### src/design/pbb_pkg.sv
// Shared types, constants and register codes for the projection bounding box block.
`timescale 1ns / 1ps

package pbb_pkg;

    localparam int CFG_W     = 11;
    localparam int COUNT_W   = 11;
    localparam int OUT_W     = 10;
    localparam int PIX_W     = 8;
    localparam int CFG_IDX_W = 2;
    localparam int RES_W     = 6 * OUT_W;
    localparam int TDATA_W   = ((RES_W + 7) / 8) * 8;

    localparam logic [COUNT_W-1:0] COUNT_MAX = '1;
    localparam logic [PIX_W-1:0]   SKIN_BYTE = 8'hFF;

    localparam int DEF_MAX_WIDTH  = 1024;
    localparam int DEF_MAX_HEIGHT = 1024;

    localparam logic [CFG_W-1:0] RST_FRAME_WIDTH   = 11'd640;
    localparam logic [CFG_W-1:0] RST_FRAME_HEIGHT  = 11'd480;
    localparam logic [CFG_W-1:0] RST_COL_THRESHOLD = 11'd8;
    localparam logic [CFG_W-1:0] RST_ROW_THRESHOLD = 11'd8;

    typedef enum logic [CFG_IDX_W-1:0] {
        REG_FRAME_WIDTH   = 2'd0,
        REG_FRAME_HEIGHT  = 2'd1,
        REG_COL_THRESHOLD = 2'd2,
        REG_ROW_THRESHOLD = 2'd3
    } cfg_reg_t;

    // Control that travels with one pixel from the scan counters to the column stage.
    typedef struct packed {
        logic valid;
        logic skin;
        logic first_row;
        logic frame_end;
    } pixel_ctl_t;

    // One result; left_col sits in the lowest bits.
    typedef struct packed {
        logic [OUT_W-1:0] box_height;
        logic [OUT_W-1:0] box_width;
        logic [OUT_W-1:0] bottom_row;
        logic [OUT_W-1:0] top_row;
        logic [OUT_W-1:0] right_col;
        logic [OUT_W-1:0] left_col;
    } result_t;

endpackage

### src/design/pbb_scan.sv
// Raster position counters, row skin count and row bound tracking.
`timescale 1ns / 1ps

module pbb_scan
    import pbb_pkg::*;
#(
    parameter int MAX_WIDTH  = DEF_MAX_WIDTH,
    parameter int MAX_HEIGHT = DEF_MAX_HEIGHT,
    localparam int XW = $clog2(MAX_WIDTH),
    localparam int YW = $clog2(MAX_HEIGHT)
)
(
    input  logic              clk,
    input  logic              rst_n,
    input  logic              accept,
    input  logic [PIX_W-1:0]  mask_value,
    input  logic [CFG_W-1:0]  frame_width,
    input  logic [CFG_W-1:0]  frame_height,
    input  logic [CFG_W-1:0]  row_threshold,
    output pixel_ctl_t        pix,
    output logic [XW-1:0]     col,
    output logic [YW-1:0]     frame_top,
    output logic [YW-1:0]     frame_bottom
);

    localparam int CMPX_W = (XW + 1 > CFG_W) ? XW + 1 : CFG_W;
    localparam int CMPY_W = (YW + 1 > CFG_W) ? YW + 1 : CFG_W;

    logic [XW-1:0]      col_pos_reg, col_pos_next;
    logic [YW-1:0]      row_pos_reg, row_pos_next;
    logic [COUNT_W-1:0] row_count_reg, row_count_next;
    logic [YW-1:0]      top_reg, top_next;
    logic [YW-1:0]      bottom_reg, bottom_next;
    logic               row_found_reg, row_found_next;
    logic [YW-1:0]      frame_top_reg, frame_top_next;
    logic [YW-1:0]      frame_bottom_reg, frame_bottom_next;

    logic [CFG_W-1:0]   w_used;
    logic [CFG_W-1:0]   h_used;
    logic               skin;
    logic [COUNT_W-1:0] row_count_inc;
    logic               row_end;
    logic               frame_end;
    logic               row_hit;
    logic [YW-1:0]      top_upd;
    logic [YW-1:0]      bottom_upd;
    logic               found_upd;

    // A size of zero acts as one, a size above the maximum acts as the maximum.
    function automatic logic [CFG_W-1:0] clamp_size(input logic [CFG_W-1:0] v,
                                                    input int unsigned maxv);
        logic [CFG_W-1:0] r;
        if (v == '0) begin
            r = CFG_W'(1);
        end
        else if (32'(v) > maxv) begin
            r = CFG_W'(maxv);
        end
        else begin
            r = v;
        end
        return r;
    endfunction

    always_comb
    begin
        w_used        = clamp_size(frame_width, MAX_WIDTH);
        h_used        = clamp_size(frame_height, MAX_HEIGHT);
        skin          = (mask_value == SKIN_BYTE);
        row_count_inc = row_count_reg
                        + COUNT_W'(skin && (row_count_reg != COUNT_MAX));
        row_end       = (CMPX_W'(col_pos_reg) + CMPX_W'(1)) >= CMPX_W'(w_used);
        frame_end     = row_end
                        && ((CMPY_W'(row_pos_reg) + CMPY_W'(1)) >= CMPY_W'(h_used));
        row_hit       = (row_count_inc >= row_threshold);
        top_upd       = (row_hit && !row_found_reg) ? row_pos_reg : top_reg;
        bottom_upd    = row_hit ? row_pos_reg : bottom_reg;
        found_upd     = row_found_reg || row_hit;
    end

    always_comb
    begin
        col_pos_next      = col_pos_reg;
        row_pos_next      = row_pos_reg;
        row_count_next    = row_count_reg;
        top_next          = top_reg;
        bottom_next       = bottom_reg;
        row_found_next    = row_found_reg;
        frame_top_next    = frame_top_reg;
        frame_bottom_next = frame_bottom_reg;
        if (accept) begin
            if (!row_end) begin
                col_pos_next   = col_pos_reg + XW'(1);
                row_count_next = row_count_inc;
            end
            else begin
                col_pos_next   = '0;
                row_count_next = '0;
                if (!frame_end) begin
                    row_pos_next   = row_pos_reg + YW'(1);
                    top_next       = top_upd;
                    bottom_next    = bottom_upd;
                    row_found_next = found_upd;
                end
                else begin
                    // Hand the finished row bounds to the column stage and start over.
                    row_pos_next      = '0;
                    top_next          = '0;
                    bottom_next       = '0;
                    row_found_next    = 1'b0;
                    frame_top_next    = top_upd;
                    frame_bottom_next = bottom_upd;
                end
            end
        end
    end

    always_ff @(posedge clk or negedge rst_n)
    begin
        if (!rst_n) begin
            col_pos_reg   <= '0;
            row_pos_reg   <= '0;
            row_count_reg <= '0;
            top_reg       <= '0;
            bottom_reg    <= '0;
            row_found_reg <= 1'b0;
        end
        else begin
            col_pos_reg   <= col_pos_next;
            row_pos_reg   <= row_pos_next;
            row_count_reg <= row_count_next;
            top_reg       <= top_next;
            bottom_reg    <= bottom_next;
            row_found_reg <= row_found_next;
        end
    end

    always_ff @(posedge clk)
    begin
        frame_top_reg    <= frame_top_next;
        frame_bottom_reg <= frame_bottom_next;
    end

    assign pix.valid     = accept;
    assign pix.skin      = skin;
    assign pix.first_row = (row_pos_reg == '0);
    assign pix.frame_end = frame_end;
    assign col           = col_pos_reg;
    assign frame_top     = frame_top_reg;
    assign frame_bottom  = frame_bottom_reg;

endmodule

### config.mk
export PLATFORM = sky130hd
export DESIGN_NAME = pbb_scan
export DESIGN_NICKNAME = d
export VERILOG_FILES = /design/src/design/pbb_pkg.sv /design/src/design/pbb_scan.sv
export SDC_FILE = /design/constraint.sdc
export NUM_CORES = 1
export LEC_CHECK = 0
export BUFFER_PORTS_ARGS = -buffer_cell sky130_fd_sc_hd__buf_4
export CAP_MARGIN = 20
export CORE_MARGIN = 5
export CORE_UTILIZATION = 50
export CTS_CLUSTER_SIZE = 12
export DETAILED_ROUTE_END_ITERATION = 8
export PLACE_DENSITY = 0.79
export SLEW_MARGIN = 20
export SYNTH_ARGS = -nofsm -noshare
export SYNTH_HDL_FRONTEND = slang
export SYNTH_SLANG_ARGS = --single-unit
### constraint.sdc
create_clock -name clk -period 5.2 [get_ports clk]
set_input_delay 0.26 -clock clk [delete_from_list [all_inputs] [get_ports clk]]
set_output_delay 0.26 -clock clk [all_outputs]
set_load 0.02 [all_outputs]
==> flow_metrics.tcl <==
set metrics [dict create \
    power_mw 1.868 \
    coreArea_sq_mm 0.008678 \
    synthAdderAreaFrac_pct 10.71 \
    finalHoldViolations 0 \
    dr.pass1.iters 4 \
    drc 0 \
    routed_wirelength_um 9967 \
    syn_to_final_growth_pct 18.43 \
    avgRoutedWirePerCell_um 16.10 \
    timing.fmax_mhz 235.0 \
    grt_pass1_vias 3535 \
    final_util_pct 60.60 \
    min_to "col[0]" \
    numCtsBuffers 9 \
    port_buffers 77 \
    crit_path_top_delay_cell "a21oi_2" \
    clkLatencyLatePin_ns 0.34 \
    r2r-end "top_reg[8]" \
    cts.clk_slew.worst_paths_ns 0.08 \
    syn_avg_cell_area_sq_um 10.12 \
    via_per_inst 5.724 \
    outcome "finished clean" \
    startpoint_type "flip-flop" \
    r2r_slack_ns 0.94 \
    largest_reg_flops 11 \
    synth-compound-area-share_pct 15.50 \
    period_needed_ns 4.256 \
    path_delay_family "simple AND/OR/NAND/NOR gates" \
    synth.distinct_cells 51 \
    cp_max_fo 12 \
    io_pins 78 \
    die_y_um 104.2 \
    cts_tree "built" \
    hold_path_class "input port to flip-flop" \
    final.setup.tns_ns 0 \
    post_cts_resized 0 \
    grt_pass1_wl_um 16550 \
    path_buf_inv 0 \
    netlist_area_sq_mm 0.004441 \
    reg2reg_depth 15 \
    crit_chain "and3_1, nand4_1, o31a_1, ha_1, ha_1, nand3_1, nor2_1, nand3_1, xnor2_1, ha_1, nand4_1, or3_1, a21oi_2, and3b_1, a22o_1" \
    min_from "accept" \
    final_nets 588 \
    synth_area_leader_cell "dfrtp_1" \
    ys_ff_latch 72 \
    worstSetupPathType "flip-flop to flip-flop" \
    antennaDiodeCount 0 \
    first_iter_violations 198 \
    die_w_um 104.2 \
    ctsLongestPathBuffers 2 \
    rsz0062_at_grt "no" \
    fin_skew_ns 0.01746 \
    pwr_density_cell_mw_per_mm2 355.2 \
    rows 34 \
    grt_util_all_layers_pct 18.20 \
    ys_top_cells_by_area "dfrtp_1 29%, edfxtp_1 14%, ha_1 11%" \
    cts_root_buffer "clkbuf_8" \
    antenna_found_initial 0 \
    seq_area_frac_synth_pct 42.83 \
    slew_violations 0 \
    grt_max_degree 53 \
    period_share_pct 81.84 \
    worst_pin_slew_ns 0.7581 \
    slowest_delay_ns 0.61 \
    multiInputGateArea_sq_mm 0.002302 \
    p_leak_nw 2.559 \
    dieArea_sq_mm 0.01087 \
    ys.warnings.count 0 \
    regArea_sq_mm 0.001902 \
    start_util_pct 51.17 \
    dpl.hpwl_um 7356 \
    gp_congestion 0.8331 \
    vias 3543 \
    worst_ep_arrival_time_ns 4.53 \
    synth_xor_area_share_pct 4.931 \
    synth_cells 439 \
    numClockSinks 72 \
    cp-end-kind "flip-flop" \
    synthesis.nets 521 \
    setup_viol 0 \
    ant_nets 0 \
    fill_cells 733 \
    overflow 0 \
    r2r-start "row_count_reg[4]" \
    layout-drive-gt1-share_pct 21.14 \
    cp_data_required_time_ns 5.47 \
    synth-simple-area-share_pct 15.07 \
    slew_headroom_pct 49.46 \
    htreeDepth 3 \
    whs_path_depth 3 \
    drv_cap 0 \
    irDropWorstVdd_uv 307.2 \
    path_common_cell "ha_1" \
    synth_mux_area_share_pct 5.551 \
    yosys.area.top_type_share_pct 29.30 \
    synth_top_family_by_area "compound AO/OA/AOI/OAI gates" \
]
## worst max path at each step
stage               slack [ns]  cells past startpoint              from         endpoint
finish                    0.94                     15  row_count_reg[4]       top_reg[8]
global route              0.70                     15  row_count_reg[4]       top_reg[7]
CTS                       0.95                     15  row_count_reg[4]       top_reg[7]
detailed placement        0.97                     15  row_count_reg[4]       top_reg[0]
global placement          1.19                     15  row_count_reg[4]       top_reg[8]
floorplan                 1.53                     10            col[0]  frame_bottom[0]
## per-layer routing
metal / global-route usage, % / share of wire [%] / up-vias
li1: - / - / 1721
met4: 5.180 / 1.2 / 0
met3: 3.352 / 4.8 / 12
met5: 0 / 0 / -
met2: 32.19 / 51 / 93
met1: 22.62 / 43 / 1717
## synthesized netlist by cell type (all sizes together)
library cell  instances
dfrtp                52
ha                   38
nand3                35
o21ai                33
nand2                31
a22o                 30
inv                  30
mux2                 21
edfxtp               20
nor2                 20
xnor2                18
a21oi                14
buf                  14
and3                 11
clkbuf                9
nand4                 8
xor2                  7
nor2b                 6
nor4                  6
a21o                  5
a31oi                 3
nand2b                3
nor3                  3
o21a                  3
a2111oi               2
and2                  2
clkinv                2
a21boi                1
a221oi                1
a31o                  1
and2b                 1
and3b                 1
and4                  1
mux2i                 1
nand3b                1
nor3b                 1
o2111ai               1
o2bb2ai               1
o31a                  1
or3                   1
## power by group
part | internal (mW) | switching, mW | total [mW]
Clock | 0.228 | 0.226 | 0.453
Combinational | 0.281 | 0.353 | 0.634
Sequential | 0.663 | 0.117 | 0.781
Total | 1.17 | 0.696 | 1.87
## tightest hold or removal path, stage by stage
cell	delay [ns]
buf_4	0.22
nand2_1	0.09
mux2i_1	0.06
## cell type report
cell class | count | share of cell area (%)
Tap cell | 108 | 2.570
Multi-Input combinational cell | 312 | 43.78
Timing Repair Buffer | 79 | 11.33
Sequential cell | 72 | 36.16
Inverter | 32 | 2.284
Clock inverter | 7 | 1.523
Clock buffer | 9 | 2.355
## placed cells by master, fill, tap and decap left out, types with 6 or more instances in the layout
master / count
mux2_1: 19
xnor2_1: 18
nor2b_1: 6
and3_1: 11
edfxtp_1: 20
a22o_1: 30
nor4_1: 6
nor2_1: 20
clkbuf_8: 9
nand3_1: 35
nand2_1: 30
dfrtp_1: 52
ha_1: 38
inv_1: 30
o21ai_0: 27
a21oi_1: 10
nand4_1: 8
buf_4: 78
xor2_1: 7
## timing repair
item,in CTS,in global routing
hold buffers,1,0
hold endpoints to repair,52,0
setup endpoints to repair,0,0
setup buffers,0,0
## cells by family after synthesis
logic type / count (synthesis)
AO/OA/AOI/OAI: 96
XOR/XNOR: 25
adder cells (fa/ha/maj): 38
buffers and inverters: 55
flip-flops: 72
multiplexers: 22
AND/OR/NAND/NOR: 131
## per-stage QoR
stage                     hold WS (ns)  cell area [sq um]  std cells  setup WS, ns
final                           0.3460               5259        619        0.9445
after global routing            0.3445               5259        619        0.6974
after CTS                       0.3328               5259        619        0.9462
after detailed placement        0.3363               5045        602        0.9694
after global placement          0.3293               5045        602         1.188
after floorplan               -0.03559               4441        439         1.532
Note: power is estimated with default switching activity, not from simulation.
