===== src/design/pbb_pkg.sv =====
// Shared types, constants and register codes for the projection bounding box block.
`timescale 1ns / 1ps

package pbb_pkg;

    localparam int CFG_W     = 11;
    localparam int COUNT_W   = 11;
    localparam int OUT_W     = 10;
    localparam int PIX_W     = 8;
    localparam int CFG_IDX_W = 2;
    localparam int RES_W     = 6 * OUT_W;
    localparam int TDATA_W   = ((RES_W + 7) / 8) * 8;

    localparam logic [COUNT_W-1:0] COUNT_MAX = '1;
    localparam logic [PIX_W-1:0]   SKIN_BYTE = 8'hFF;

    localparam int DEF_MAX_WIDTH  = 1024;
    localparam int DEF_MAX_HEIGHT = 1024;

    localparam logic [CFG_W-1:0] RST_FRAME_WIDTH   = 11'd640;
    localparam logic [CFG_W-1:0] RST_FRAME_HEIGHT  = 11'd480;
    localparam logic [CFG_W-1:0] RST_COL_THRESHOLD = 11'd8;
    localparam logic [CFG_W-1:0] RST_ROW_THRESHOLD = 11'd8;

    typedef enum logic [CFG_IDX_W-1:0] {
        REG_FRAME_WIDTH   = 2'd0,
        REG_FRAME_HEIGHT  = 2'd1,
        REG_COL_THRESHOLD = 2'd2,
        REG_ROW_THRESHOLD = 2'd3
    } cfg_reg_t;

    // Control that travels with one pixel from the scan counters to the column stage.
    typedef struct packed {
        logic valid;
        logic skin;
        logic first_row;
        logic frame_end;
    } pixel_ctl_t;

    // One result; left_col sits in the lowest bits.
    typedef struct packed {
        logic [OUT_W-1:0] box_height;
        logic [OUT_W-1:0] box_width;
        logic [OUT_W-1:0] bottom_row;
        logic [OUT_W-1:0] top_row;
        logic [OUT_W-1:0] right_col;
        logic [OUT_W-1:0] left_col;
    } result_t;

endpackage


===== src/design/pbb_out_buf.sv =====
// Three-entry result buffer in front of the master stream port.
`timescale 1ns / 1ps

module pbb_out_buf
    import pbb_pkg::*;
(
    input  logic        clk,
    input  logic        rst_n,
    input  logic        push,
    input  result_t     din,
    input  logic        out_ready,
    output logic        out_valid,
    output result_t     dout,
    output logic [1:0]  level
);

    localparam int         DEPTH     = 3;
    localparam logic [1:0] LAST_SLOT = 2'(DEPTH - 1);

    result_t    slot_reg [DEPTH];
    logic [1:0] rd_ptr_reg, rd_ptr_next;
    logic [1:0] wr_ptr_reg, wr_ptr_next;
    logic [1:0] count_reg, count_next;
    logic       pop;

    always_comb
    begin
        pop         = (count_reg != 2'd0) && out_ready;
        rd_ptr_next = rd_ptr_reg;
        wr_ptr_next = wr_ptr_reg;
        count_next  = count_reg;
        if (pop) begin
            rd_ptr_next = (rd_ptr_reg == LAST_SLOT) ? 2'd0 : rd_ptr_reg + 2'd1;
        end
        if (push) begin
            wr_ptr_next = (wr_ptr_reg == LAST_SLOT) ? 2'd0 : wr_ptr_reg + 2'd1;
        end
        if (push && !pop) begin
            count_next = count_reg + 2'd1;
        end
        else if (pop && !push) begin
            count_next = count_reg - 2'd1;
        end
    end

    always_ff @(posedge clk or negedge rst_n)
    begin
        if (!rst_n) begin
            rd_ptr_reg <= 2'd0;
            wr_ptr_reg <= 2'd0;
            count_reg  <= 2'd0;
        end
        else begin
            rd_ptr_reg <= rd_ptr_next;
            wr_ptr_reg <= wr_ptr_next;
            count_reg  <= count_next;
        end
    end

    always_ff @(posedge clk)
    begin
        if (push) begin
            slot_reg[wr_ptr_reg] <= din;
        end
    end

    assign out_valid = (count_reg != 2'd0);
    assign dout      = slot_reg[rd_ptr_reg];
    assign level     = count_reg;

endmodule

===== config.mk =====
export PLATFORM = sky130hd
export DESIGN_NAME = pbb_out_buf
export DESIGN_NICKNAME = d
export VERILOG_FILES = /design/src/design/pbb_pkg.sv /design/src/design/pbb_out_buf.sv
export SDC_FILE = /design/constraint.sdc
export NUM_CORES = 1
export LEC_CHECK = 0
export BUFFER_PORTS_ARGS = -buffer_cell sky130_fd_sc_hd__buf_2
export CORE_MARGIN = 2
export CORE_UTILIZATION = 33
export DETAILED_ROUTE_END_ITERATION = 6
export PLACE_DENSITY = 0.51
export SLEW_MARGIN = 25
export SYNTH_ARGS = -nofsm -noshare
export SYNTH_HDL_FRONTEND = slang
export SYNTH_SLANG_ARGS = --single-unit

===== constraint.sdc =====
create_clock -name clk -period 15.45 [get_ports clk]
set_clock_uncertainty 0.05 [all_clocks]
set_input_delay 1.545 -clock clk [delete_from_list [all_inputs] [get_ports clk]]
set_output_delay 1.545 -clock clk [all_outputs]
set_load 0.1 [all_outputs]

==> impl_metrics.py, run 1 <==
metrics = {
    "sta": {
        "tightest_slew_ps": 924,
        "fmax_mhz": 230,
        "relSlewSlack_pct": 38.4,
        "setup_viol": 0,
        "rsz0062_at_grt": "no",
        "tns_ps": 0,
        "post-route-period-util_pct": 28.1,
        "slew_violations": 0,
        "hold_viol_final": 0,
        "post-route-min-period_ps": 4350,
    },
    "clock_network": {
        "htreeDepth": 4,
        "cts_made_buffers": 17,
        "clockBufferDepth": 2,
        "cts_tree": "done",
        "cts.sinks": 186,
        "clock_latency_ps": 430,
        "cts_resized": 0,
        "postCtsSetupBuffers": 0,
        "cts.reportedPaths.clkPinSlew_ps": 70,
        "clk_root_buffer_cell": "clkbuf_16",
        "cts_hold_buf": 0,
    },
    "logic_synthesis": {
        "synth-xor-area-share_pct": 0.374,
        "synth.mux.area_fraction_pct": 8.55,
        "avgSynthCellArea_sq_um": 17.3,
        "syn_inst": 405,
        "yosys-top-cells-area": "edfxtp_1 (77%), mux2i_1 (8.5%), o21ai_1 (3.7%), nand2_1 (3.3%), dfrtp_1 (2.1%)",
        "synthDistinctLibCells": 22,
        "syn_area_sq_um": 7030,
        "ys_seq_area_share_pct": 79.1,
        "ys_ff_latch": 186,
        "synth_top_area_share_pct": 76.9,
        "yosysWarnings": 0,
        "synthAdderAreaFrac_pct": 0.178,
        "synth_compound_area_share_pct": 5.11,
        "synth_top_cell_by_area": "edfxtp_1",
        "yosys.area_share.simple_pct": 3.85,
        "synth_top_family_by_area": "multiplexers",
        "synth_fp_nets": 470,
    },
    "floorplan": {
        "fp-row-count": 53,
        "core_sq_um": 21000,
        "chipHeight_um": 150,
        "die_w_um": 150,
        "start_util_pct": 33.5,
        "die_area_sq_um": 22500,
        "io_pins": 127,
    },
    "placed_design": {
        "postPlaceCellArea_sq_um": 7880,
        "io_buffers": 126,
        "dp_hpwl_mm": 7.77,
        "place_congestion": 0.671,
    },
    "route": {
        "num_vias": 3715,
        "drc": 0,
        "postRouteWirelength_mm": 13.4,
        "ant_nets": 0,
        "vias_per_cell": 4.50,
        "drtPass1Iterations": 4,
        "initialDrtViolationCount": 172,
        "wire_per_inst_um": 16.2,
    },
    "worst_setup_path": {
        "ff2ff_path_depth": 3,
        "reg2reg_from": "rd_ptr_reg[0]",
        "cp-end-kind": "primary output",
        "crit_fanout": 47,
        "critPathKind": "flop to primary output",
        "startpoint": "rd_ptr_reg[0]",
        "critical_path_arrival_ps": 2750,
        "worstPathRequired_ps": 13860,
        "start_kind": "flop",
    },
    "global_route": {
        "grt_max_degree": 99,
        "grt_use_total_pct": 12.5,
        "grt_overflow": 0,
        "grt_pass1_vias": 3890,
        "grt_pass1_wl_mm": 20.7,
        "antenna_found_initial": 1,
    },
    "layout": {
        "n_antenna_cell": 0,
        "largest_reg_flops": 180,
        "final_area_sq_um": 8500,
        "multi_input_area_sq_um": 1290,
        "seqCellArea_sq_um": 5560,
        "n_fill_cell": 1965,
        "syn_to_final_growth_pct": 20.9,
        "layout-drive-gt1-share_pct": 32.4,
        "layout.nets": 602,
    },
    "worst_hold_path": {
        "min_path_cells": 1,
        "hp-class": "flop to flop",
        "min_from": "level[1]",
    },
    "status": {
        "status": "complete, no violations",
    },
    "run": {
        "maxCapViolCount": 0,
    },
}
[worst paths after layout]
check                           endpoint  slack [ps]
setup / recovery                dout[26]       11100
hold / removal                  level[1]         480
setup reg to reg           rd_ptr_reg[1]       13630
hold reg to reg                 level[1]         480
max in group asynchronous  rd_ptr_reg[1]       14310
min in group asynchronous       level[0]         880
[area by class of cell]
cell class	count	share of cell area [%]
Clock buffer	17	5.01
Timing Repair Buffer	133	8.08
Inverter	1	0.0442
Sequential cell	186	65.5
Tap cell	275	4.05
Clock inverter	15	2.21
Multi-Input combinational cell	198	15.1
[cells by family after synthesis]
group           Yosys count
xor+xnor                  3
fa+ha+maj                 1
simple gates             69
mux                      60
buf+inv                  21
flops                   186
compound gates           65
[metrics by stage]
stage	worst slack, ps	std cells	hold slack [ps]	utilization, %
global route	10940	825	502	40.5
detailed placement	11540	793	476	37.6
finish	11100	825	484	40.5
floorplan	8850	405	438	-
CTS	11010	825	491	40.5
global placement	11560	793	454	37.6
[synthesized netlist by cell type]
cell type and n:
edfxtp_1 180, nand2_1 62, mux2i_1 60, o21ai_1 52, o21ai_2 7, buf_12 6
dfrtp_1 6, buf_2 5, clkbuf_1 5, a21o_1 3, buf_4 3, o21ai_0 3
nor2_1 2, nor3_1 2, xor2_1 2, buf_6 1, ha_1 1, inv_1 1
nand2b_1 1, nor3b_1 1, or2_2 1, xnor2_1 1
[critical path, stage by stage, from the launching register on]
cell	delay [ps]
dfrtp_4	610
buf_4	760
mux2i_1	190
o21ai_1	230
buf_2	470
[layer usage]
layer	track usage [%]	vias to the layer above	routed length, um
met5	0	-	11
met4	4.67	2	145
met3	3.90	14	707
met2	20.5	95	6710
met1	15.6	1802	5830
li1	-	1802	-
[placed cells by master (no fill, tap or decap)]
| master | count |
|---|---|
| nand2b_1 | 1 |
| inv_6 | 1 |
| edfxtp_1 | 180 |
| or2_2 | 1 |
| nand2_1 | 62 |
| o21ai_2 | 7 |
| a21o_1 | 3 |
| o21ai_1 | 52 |
| inv_1 | 1 |
| ha_1 | 1 |
| dfrtp_4 | 2 |
| nor3b_2 | 1 |
| nor2_4 | 1 |
| dfrtp_1 | 4 |
| clkinv_4 | 4 |
| clkbuf_16 | 17 |
| clkinv_8 | 1 |
| bufinv_16 | 2 |
| inv_8 | 4 |
| xor2_1 | 2 |
| o21ai_0 | 3 |
| xnor2_1 | 1 |
| buf_6 | 1 |
| nor3_2 | 1 |
| buf_4 | 6 |
| nor2_1 | 1 |
| mux2i_1 | 60 |
| clkinvlp_4 | 3 |
| buf_2 | 126 |
| nor3_1 | 1 |
Power of run 1 is not shown: default switching activity piles up to over one toggle a cycle in this logic, so the estimate is an artifact.
==> run 2: changes to the inputs <==
==> constraint.sdc (replaced) <==
create_clock -name clk -period 4.3 [get_ports clk]
set_clock_uncertainty 0.05 [all_clocks]
set_input_delay 0.43 -clock clk [delete_from_list [all_inputs] [get_ports clk]]
set_output_delay 0.43 -clock clk [all_outputs]
set_load 0.1 [all_outputs]
==> run 2 against run 1 <==
  * Design area grew 1.4%
  * Largest cell class unchanged
  * Count of clock-buffer cells in the layout unchanged
  * Die area stayed put
  * Global-route usage fell by 0.62 points
  * Hold slack got worse by 320 ps
  * Flip-flop and latch count is the same
  * Highest routed layer unchanged
==> impl_metrics.py, run 2 (synthesized netlist as in run 1, its figures left out) <==
metrics = {
    "status": {
        "status": "complete, no violations",
    },
    "worst_setup_path": {
        "startpoint": "rd_ptr_reg[0]",
        "reg2reg_from": "wr_ptr_reg[0]",
        "critPathKind": "flop to primary output",
        "crit_fanout": 40,
        "cp-end-kind": "primary output",
        "worstPathRequired_ps": 3820,
        "start_kind": "flop",
        "critical_path_arrival_ps": 2440,
    },
    "clock_network": {
        "clockBufferDepth": 2,
        "cts.reportedPaths.clkPinSlew_ps": 70,
        "cts_tree": "done",
        "clk_root_buffer_cell": "clkbuf_16",
        "cts_made_buffers": 17,
        "cts.sinks": 186,
        "htreeDepth": 4,
        "clock_latency_ps": 410,
        "cts_resized": 0,
    },
    "layout": {
        "n_antenna_cell": 0,
        "largest_reg_flops": 180,
        "syn_to_final_growth_pct": 22.7,
        "n_fill_cell": 1952,
        "final_common_cell": "edfxtp_1",
        "layout_common_cells": "edfxtp_1 (180), buf_2 (126), nand2_1 (62), mux2i_1 (60), o21ai_1 (52)",
        "layout-drive-gt1-share_pct": 32.4,
        "layout.nets": 605,
    },
    "floorplan": {
        "die_w_um": 150,
        "die_area_sq_um": 22500,
        "fp-row-count": 53,
        "core_sq_um": 21000,
        "chipHeight_um": 150,
        "start_util_pct": 33.5,
        "io_pins": 127,
    },
    "sta": {
        "tns_ps": 0,
        "tightest_slew_ps": 878,
        "post-route-min-period_ps": 2920,
        "relSlewSlack_pct": 41.3,
        "setup_viol": 0,
        "post-route-period-util_pct": 67.8,
        "rsz0062_at_grt": "no",
        "slew_violations": 0,
        "fmax_mhz": 343,
        "hold_viol_final": 0,
    },
    "route": {
        "initialDrtViolationCount": 148,
        "wire_per_inst_um": 15.5,
        "ant_nets": 0,
        "vias_per_cell": 4.50,
        "num_vias": 3724,
        "drc": 0,
        "postRouteWirelength_mm": 12.8,
        "drtPass1Iterations": 4,
    },
    "global_route": {
        "grt_overflow": 0,
        "grt_use_total_pct": 11.9,
        "antenna_found_initial": 1,
        "grt_pass1_vias": 3745,
        "grt_pass1_wl_mm": 19.8,
        "grt_max_degree": 103,
    },
    "worst_hold_path": {
        "hp-class": "input port to flop",
        "min_from": "din[23]",
    },
    "placed_design": {
        "io_buffers": 126,
        "place_congestion": 0.669,
        "dp_hpwl_mm": 7.95,
    },
    "run": {
        "maxCapViolCount": 0,
    },
}
## run 2: cell types whose count changed in the layout (fill, tap and decap cells not counted), sizes merged
cell / before / now
bufinv: 2 / 5
clkinv: 5 / 8
inv: 6 / 3
buf: 133 / 135
clkinvlp: 3 / 0
dlygate4sd3: 0 / 1
## run 2: worst paths after layout
path                                   end  slack [ps]  depth (start not counted)
min in group asynchronous    rd_ptr_reg[1]         340                          2
setup reg to reg           slot_reg[1][27]        2310                          3
hold reg to reg                   level[1]         500                          1
max in group asynchronous    rd_ptr_reg[0]        3700                          2
setup / recovery                  dout[31]        1380                          4
hold / removal             slot_reg[2][23]         160                          1
## run 2: worst max-delay path, stage by stage, from the launching register on
cell     delay (ps)
dfrtp_4         900
buf_4           390
mux2i_1         110
o21ai_1         150
buf_2           450
## run 2: what timing repair did
| action | CTS | global route |
|---|---|---|
| setup endpoints to repair | 0 | 0 |
| setup buffers | 0 | 0 |
| hold endpoints to repair | 6 | 0 |
| hold buffers | 1 | 0 |
## run 2: final cells by class
cell class / instances / area (sq um) / area share (%)
clock inverter: 15 / 221 / 2.57
timing repair buffer: 136 / 761 / 8.83
inverter: 1 / 3.75 / 0.0436
clock buffer: 17 / 425 / 4.94
tap: 275 / 344 / 3.99
sequential: 186 / 5560 / 64.6
multi-input combinational: 198 / 1300 / 15.1
## run 2: stage by stage
stage | cells | util [%] | hold WS (ps) | setup WS (ps) | cell area, sq um
floorplan | 405 | - | 84.4 | 740 | 7040
global placement | 793 | 37.8 | 211 | 1710 | 7920
detailed placement | 794 | 37.9 | 209 | 1670 | 7930
CTS | 827 | 41.0 | 138 | 1220 | 8590
global route | 828 | 41.1 | 135 | 1200 | 8620
finish | 828 | 41.1 | 163 | 1380 | 8620
## run 2: metal layers
layer  share of wire (%)  track usage [%]  wire length [um]  vias to the layer above
li1                    -                -                 -                     1804
met1                  42             13.9              5440                     1816
met2                  51             20.7              6500                       89
met3                 5.6             3.72               719                       13
met4                 1.2             4.10               154                        2
met5                0.10                0                13                        -
Power of run 2 is left out for the same reason.
